## config.mk

```make
export PLATFORM = sky130hd
export DESIGN_NAME = tdpc_geom
export DESIGN_NICKNAME = d
export VERILOG_FILES = /design/src/rtl/tdpc_pkg.sv /design/src/rtl/tdpc_geom.sv
export SDC_FILE = /design/constraint.sdc
export NUM_CORES = 1
export LEC_CHECK = 0
export ABC_AREA = 1
export BUFFER_PORTS_ARGS = -buffer_cell sky130_fd_sc_hd__buf_2
export CAP_MARGIN = 40
export CORE_MARGIN = 1
export CORE_UTILIZATION = 30
export DETAILED_ROUTE_END_ITERATION = 10
export HOLD_SLACK_MARGIN = 0.08
export PLACE_DENSITY = 0.53
export SYNTH_ARGS = -nofsm -noshare
export SYNTH_HDL_FRONTEND = slang
export SYNTH_SLANG_ARGS = --single-unit
export TNS_END_PERCENT = 10
```

## constraint.sdc

```tcl
create_clock -name clk -period 6.3 [get_ports clk]
set_input_delay 1.26 -clock clk [delete_from_list [all_inputs] [get_ports clk]]
set_output_delay 1.26 -clock clk [all_outputs]
set_load 0.02 [all_outputs]
```

## src/rtl/tdpc_pkg.sv

```systemverilog
`timescale 1ns / 1ps
`default_nettype none

package tdpc_pkg;

    // Field and register widths
    localparam int IW_W    = 13;   // image_width register
    localparam int TS_W    = 7;    // tile_width / tile_height registers
    localparam int THR_W   = 9;    // dark_threshold register
    localparam int PIX_W   = 8;    // one color channel
    localparam int PX_W    = 12;   // pixel_x
    localparam int SUB_W   = 6;    // line_in_tile / col_in_tile
    localparam int COL_W   = 8;    // tile column index
    localparam int ROW_W   = 12;   // tile row index
    localparam int CNT_W   = 13;   // dark count
    localparam int NCOL_W  = 9;    // tile columns per line, up to MAX_TILE_COLS
    localparam int CFG_W   = 13;   // widest register
    localparam int IDX_W   = 2;

    localparam int MAX_TILE_COLS   = 256;
    localparam int MAX_TILE_SIDE   = 64;
    localparam int MAX_IMAGE_WIDTH = 4096;

    localparam logic [CNT_W-1:0] COUNT_MAX = {CNT_W{1'b1}};

    // Register indexes
    localparam logic [IDX_W-1:0] REG_IMAGE_WIDTH    = 2'd0;
    localparam logic [IDX_W-1:0] REG_TILE_WIDTH     = 2'd1;
    localparam logic [IDX_W-1:0] REG_TILE_HEIGHT    = 2'd2;
    localparam logic [IDX_W-1:0] REG_DARK_THRESHOLD = 2'd3;

    // Reset values
    localparam int RST_IMAGE_WIDTH    = 640;
    localparam int RST_TILE_WIDTH     = 16;
    localparam int RST_TILE_HEIGHT    = 16;
    localparam int RST_DARK_THRESHOLD = 20;
    localparam int RST_NCOLS_RAW      = RST_IMAGE_WIDTH / RST_TILE_WIDTH;
    localparam int RST_NCOLS          = (RST_NCOLS_RAW > MAX_TILE_COLS) ?
                                        MAX_TILE_COLS : RST_NCOLS_RAW;
    localparam int RST_SPAN           = RST_NCOLS * RST_TILE_WIDTH;

    // Result queue
    localparam int FIFO_DEPTH = 4;
    localparam int FIFO_AW    = $clog2(FIFO_DEPTH);

    typedef enum logic [1:0] {
        GEOM_IDLE,
        GEOM_DIV,
        GEOM_CLAMP,
        GEOM_MUL
    } geom_state_t;

    // Line geometry derived from the registers
    typedef struct packed {
        logic [NCOL_W-1:0] ncols;   // full tile columns, clamped
        logic [IW_W-1:0]   span;    // ncols * tile width, in pixels
    } geom_t;

    typedef struct packed {
        logic [ROW_W-1:0] tile_row;
        logic [COL_W-1:0] tile_col;
        logic [CNT_W-1:0] dark_count;
        logic             row_last;
    } result_t;

endpackage

`default_nettype wire

```

## src/rtl/tdpc_geom.sv

```systemverilog
`timescale 1ns / 1ps
`default_nettype none

// ncols = min(iw / tw, MAX_TILE_COLS) by restoring division, then span = ncols * tw.
module tdpc_geom (
    input  wire logic                          clk,
    input  wire logic                          rst_n,
    input  wire logic                          start,
    input  wire logic [tdpc_pkg::IW_W-1:0]     iw,
    input  wire logic [tdpc_pkg::TS_W-1:0]     tw,
    output logic                               busy,
    output tdpc_pkg::geom_t                    geom
);

    localparam int STEP_W = $clog2(tdpc_pkg::IW_W);

    tdpc_pkg::geom_state_t state_reg, state_next;

    logic [STEP_W-1:0]            step_reg;
    logic [tdpc_pkg::IW_W-1:0]    quo_reg;
    logic [tdpc_pkg::TS_W-1:0]    rem_reg;
    logic [tdpc_pkg::NCOL_W-1:0]  ncols_reg;
    logic [tdpc_pkg::IW_W-1:0]    span_reg;

    logic [tdpc_pkg::TS_W:0]      trial;
    logic                         fits;

    assign trial = {rem_reg, quo_reg[tdpc_pkg::IW_W-1]};
    assign fits  = trial >= {1'b0, tw};

    always_comb
    begin
        state_next = state_reg;
        unique case (state_reg)
            tdpc_pkg::GEOM_IDLE:  state_next = tdpc_pkg::GEOM_IDLE;
            tdpc_pkg::GEOM_DIV:
            begin
                if (step_reg == STEP_W'(tdpc_pkg::IW_W - 1))
                    state_next = tdpc_pkg::GEOM_CLAMP;
            end
            tdpc_pkg::GEOM_CLAMP: state_next = tdpc_pkg::GEOM_MUL;
            tdpc_pkg::GEOM_MUL:   state_next = tdpc_pkg::GEOM_IDLE;
            default:              state_next = tdpc_pkg::GEOM_IDLE;
        endcase
        if (start)
            state_next = tdpc_pkg::GEOM_DIV;
    end

    always_comb
    begin
        busy       = state_reg != tdpc_pkg::GEOM_IDLE;
        geom.ncols = ncols_reg;
        geom.span  = span_reg;
    end

    always_ff @(posedge clk or negedge rst_n)
    begin
        if (!rst_n)
        begin
            state_reg <= tdpc_pkg::GEOM_IDLE;
            ncols_reg <= tdpc_pkg::NCOL_W'(tdpc_pkg::RST_NCOLS);
            span_reg  <= tdpc_pkg::IW_W'(tdpc_pkg::RST_SPAN);
        end
        else
        begin
            state_reg <= state_next;
            if (!start && state_reg == tdpc_pkg::GEOM_CLAMP)
            begin
                if (quo_reg > tdpc_pkg::IW_W'(tdpc_pkg::MAX_TILE_COLS))
                    ncols_reg <= tdpc_pkg::NCOL_W'(tdpc_pkg::MAX_TILE_COLS);
                else
                    ncols_reg <= quo_reg[tdpc_pkg::NCOL_W-1:0];
            end
            if (!start && state_reg == tdpc_pkg::GEOM_MUL)
                span_reg <= tdpc_pkg::IW_W'(ncols_reg * tw);
        end
    end

    // divider datapath
    always_ff @(posedge clk)
    begin
        if (start)
        begin
            step_reg <= '0;
            quo_reg  <= iw;
            rem_reg  <= '0;
        end
        else if (state_reg == tdpc_pkg::GEOM_DIV)
        begin
            step_reg <= step_reg + STEP_W'(1);
            quo_reg  <= {quo_reg[tdpc_pkg::IW_W-2:0], fits};
            rem_reg  <= fits ? tdpc_pkg::TS_W'(trial - {1'b0, tw})
                             : trial[tdpc_pkg::TS_W-1:0];
        end
    end

endmodule

`default_nettype wire
```

* After elaboration in Yosys (flattened, before gate mapping)
Cells that the tools add are included.
Word-level totals: flip-flop bits (word level) 48, input bits 23
Operators by class: add/sub/neg operators 2, multiply operators 1, order comparisons 2, equal/unequal tests 5, multiplexer cells 7, reduce and logical (&&, ||, !) cells 7
Operators with widths (number):
- $mux 13 | 2
- $gt 13x9->1 const B | 1
- $mul 9x7->13 | 1
- $mux 9 | 1
- $ge 8x7->1 | 1
- $mux 7 | 1
- $sub 7x7->7 | 1
- $pmux 2 s3 | 1
- $add 4x1->4 const B | 1
- $eq 2x2->1 const B | 2
- $eq 4x4->1 const B | 1
- $mux 2 | 2
- $reduce_bool 2->1 | 2
- $ne 3x3->1 const B | 1
- $eq 2x1->1 const B | 1
- $logic_and 1x1->1 | 2
- $logic_not 2->1 | 1
- $reduce_or 2->1 | 1
- $logic_not 1->1 | 1

* Logic depth before layout (Yosys ltp)
word-level depth 4, mapped depth 22, gate-level depth less buffers 21

* Worst setup path after synthesis
Ideal clock, no wire load.
path type input to register, start point input port tw[6] in the netlist's numbering, end point register span_reg[12] in the netlist's numbering, setup time 0.119 ns, data arrival time 4.699 ns, data required time 6.181 ns, slack 1.483 ns, cell stages on the path 20, cells stage by stage clkbuf_1 > nand2_1 > fa_1 > fa_1 > inv_1 > fa_1 > inv_1 > fa_1 > inv_1 > ha_1 > nand2_1 > inv_1 > nand2_1 > nand2_1 > nand2_1 > nand3_1 > inv_1 > nand2_1 > nand3_1 > nand2_1
On the way: cells in the longest elaborated chain, start to end 1
RTL lines:
- start: declaration | line tdpc_geom.sv:10 | input wire logic [tdpc_pkg::TS_W-1:0] tw,
- $mul 9x7->13 | line tdpc_geom.sv:75 | span_reg <= tdpc_pkg::IW_W'(ncols_reg * tw);
- end signal: assignment | line tdpc_geom.sv:62 | span_reg <= tdpc_pkg::IW_W'(tdpc_pkg::RST_SPAN);
- end signal: assignment | line tdpc_geom.sv:75
- end: declaration | line tdpc_geom.sv:23 | logic [tdpc_pkg::IW_W-1:0] span_reg;
Every way passes these cells. A chain may end at the register's enable or synchronous reset.

* Final worst setup path
start point input port tw[3] in the netlist's numbering, end point register span_reg[9] in the netlist's numbering
Same word-level chain as after synthesis.

==> metrics.cfg <==
[sta]
hold_violations=0
setup_violations=0
fin_crit_sh_pct=73.6
relSlewSlack_pct=59.6
worstMarginPinSlew_ns=0.604
finClkSkew_ns=0.00721
worst_slack_ns=1.66
period_needed_ns=4.64
drv_slew=0
fin_setup_tns_ns=0
fmax_mhz=216
rsz0062_at_grt=false

[layout]
mostFrequentLayoutCell=nand2_1
instances_no_fill=811
n_fill_cell=1532
final_cell_mix=193 x nand2_1, 130 x inv_1, 45 x buf_2, 37 x ha_1
diodes=0
drive_above_1_share_pct=10.8
nets=723
area_delta_synth_final_pct=12.0

[place]
hpwl_mm=7.85
gp_congestion=0.862
dp_cells=803
place.port_buffers=45
dpl_worst_slack_ns=1.37

[run_status]
status=complete, no violations

[pwr]
intPower_uw=896
p_sw_share_pct=44.0
p_comb_share_pct=48.4
power_leakage_uw=0.00286
clkPwrFrac_pct=19.8
powerDensity_nw_per_um2=325
p_sw_uw=705
seqPwrFrac_pct=31.8
ir_drop_v=0.000169

[synth]
ys.flop_type=dfrtp_1
postSynthCellCount=599
yosysUniqueCellTypes=36
synth_edf_count=13
synth.avg_cell_area_um2=7.34
async_flop_share_pct=50.0
ys_ff_latch=48
ys_seq_area_share_pct=27.7
syn_area_um2=4400
syn_nets=692
yosys_warnings=0

[setup_path]
endpoint=span_reg[9]
crit_path_end_kind=flip-flop
critPathMaxFanout=10
crit_start=tw[3]
r2r_end=span_reg[12]
cp-start-kind=input pin
required_ns=6.52
reg2reg_slack_ns=2.24
crit_type=in -> reg
arrival_ns=4.86
r2r-start=ncols_reg[5]
reg2regPathDepth=15

[global_routing]
grt_start_max_net_pins=28
globalRouteTotalUtil_pct=14.6
antenna_found_initial=0
globalRouteOverflowTotal=0
grt_pass1_wl_mm=17.5
grt_pass1_vias=3763

[clock_network]
clockBufferDepth=2
cts_htree_levels=2
clk_pin_slew_ns=0.07
cts-hold-fix-buffers=0
cts_buffers=5
insertion_delay_ns=0.30
cts_resized=0
tritoncts=yes
postCtsSetupBuffers=0
cts.sinks=48
cts-root-buf=clkbuf_16

[route]
drt-initial-drc-count=113
routedWlPerCell_um=12.0
drc=0
antenna_left=0
firstDrtPassIters=4
via_count=3610
avgViaCountPerCell=4.45
wirelength_mm=9.76

[floorplanning]
rows=43
core_area_um2=14100
start_util_pct=31.2
io_pins=46
die_y_um=123
die_x_um=123
dieArea_um2=15100

[hold_path]
hold_path.class=reg -> reg

[flow_run]
drv_cap=0

==> through the flow <==
step	power, uW	util [%]	cell area, um2	hold WS, ns
after CTS	1630	35.0	4930	0.455
after global placement	1280	33.7	4750	0.442
after floorplan	1100	-	4400	0.421
final	1600	35.0	4930	0.454
after detailed placement	1300	33.7	4750	0.445
after global routing	1780	35.0	4930	0.482
==> how the worst min path moves through the flow <==
stage / start / end / slack [ns] / depth (start not counted)
after floorplan: step_reg[3] / step_reg[3] / 0.42 / 1
after global placement: step_reg[3] / step_reg[3] / 0.44 / 1
after detailed placement: step_reg[3] / step_reg[3] / 0.44 / 1
after CTS: step_reg[3] / step_reg[3] / 0.45 / 1
after global routing: span_reg[7] / span_reg[7] / 0.48 / 2
final: step_reg[3] / step_reg[3] / 0.45 / 1
==> kinds of logic (layout without fill, tap and decap cells) <==
family | Yosys count | after routing | synth area share [%]
adder cells (fa/ha/maj) | 70 | 70 | 25.5
buffers and inverters | 153 | 185 | 13.5
AO/OA/AOI/OAI | 57 | 57 | 6.94
XOR/XNOR | 6 | 6 | 1.19
AND/OR/NAND/NOR | 265 | 265 | 25.2
flip-flops | 48 | 48 | 27.7
==> area by class of cell <==
| type | count | area, um2 | area share [%] |
|---|---|---|---|
| Clock buffer | 5 | 125 | 2.54 |
| Inverter | 132 | 498 | 10.1 |
| Tap cell | 180 | 225 | 4.57 |
| Clock inverter | 3 | 47.5 | 0.965 |
| Multi-Input combinational cell | 398 | 2590 | 52.6 |
| Sequential cell | 48 | 1220 | 24.7 |
| Timing Repair Buffer | 45 | 225 | 4.57 |
==> synth_stat cells (all sizes together), types with 4 or more instances <==
cell type,count,share of area [%]
ha,37,11
o21ai,38,4.4
xnor2,5,1.0
edfxtp,13,8.9
clkbuf,13,1.1
dfxtp,11,5.0
a21oi,15,1.8
nand3,31,3.6
nand4,9,1.3
fa,33,15
inv,131,11
dfstp,4,2.4
dfrtp,20,11
nor2,23,2.0
buf,8,1.0
nand2,197,17
==> worst max-delay path: stages <==
cell	delay (ns)
buf_2	0.17
nand2_1	0.08
inv_1	0.05
fa_1	0.53
inv_1	0.05
fa_1	0.47
inv_1	0.05
fa_1	0.52
inv_1	0.05
fa_1	0.52
inv_1	0.04
ha_1	0.34
a21oi_1	0.21
inv_1	0.08
a21oi_1	0.17
nand3b_1	0.10
nand3_1	0.09
nand2_1	0.06
==> power by group through the flow <==
stage / sequential, uW / combinational [uW] / clock [uW]
6_report: 509 / 775 / 317
5_1_grt: 523 / 915 / 340
4_1_cts: 510 / 790 / 330
3_5_place_dp: 516 / 782 / 0
3_3_place_gp: 514 / 770 / 0
2_1_floorplan: 532 / 570 / 0
==> layer usage <==
layer  vias up  part of all wire, %  global-route usage, %
li1       1873                    -                      -
met1      1671                   49                   18.8
met2        59                   46                   25.2
met3         7                  4.2                   2.95
met4         0                 0.88                   3.46
met5         -                    0                      0
Power figures use the tool's default switching activity.
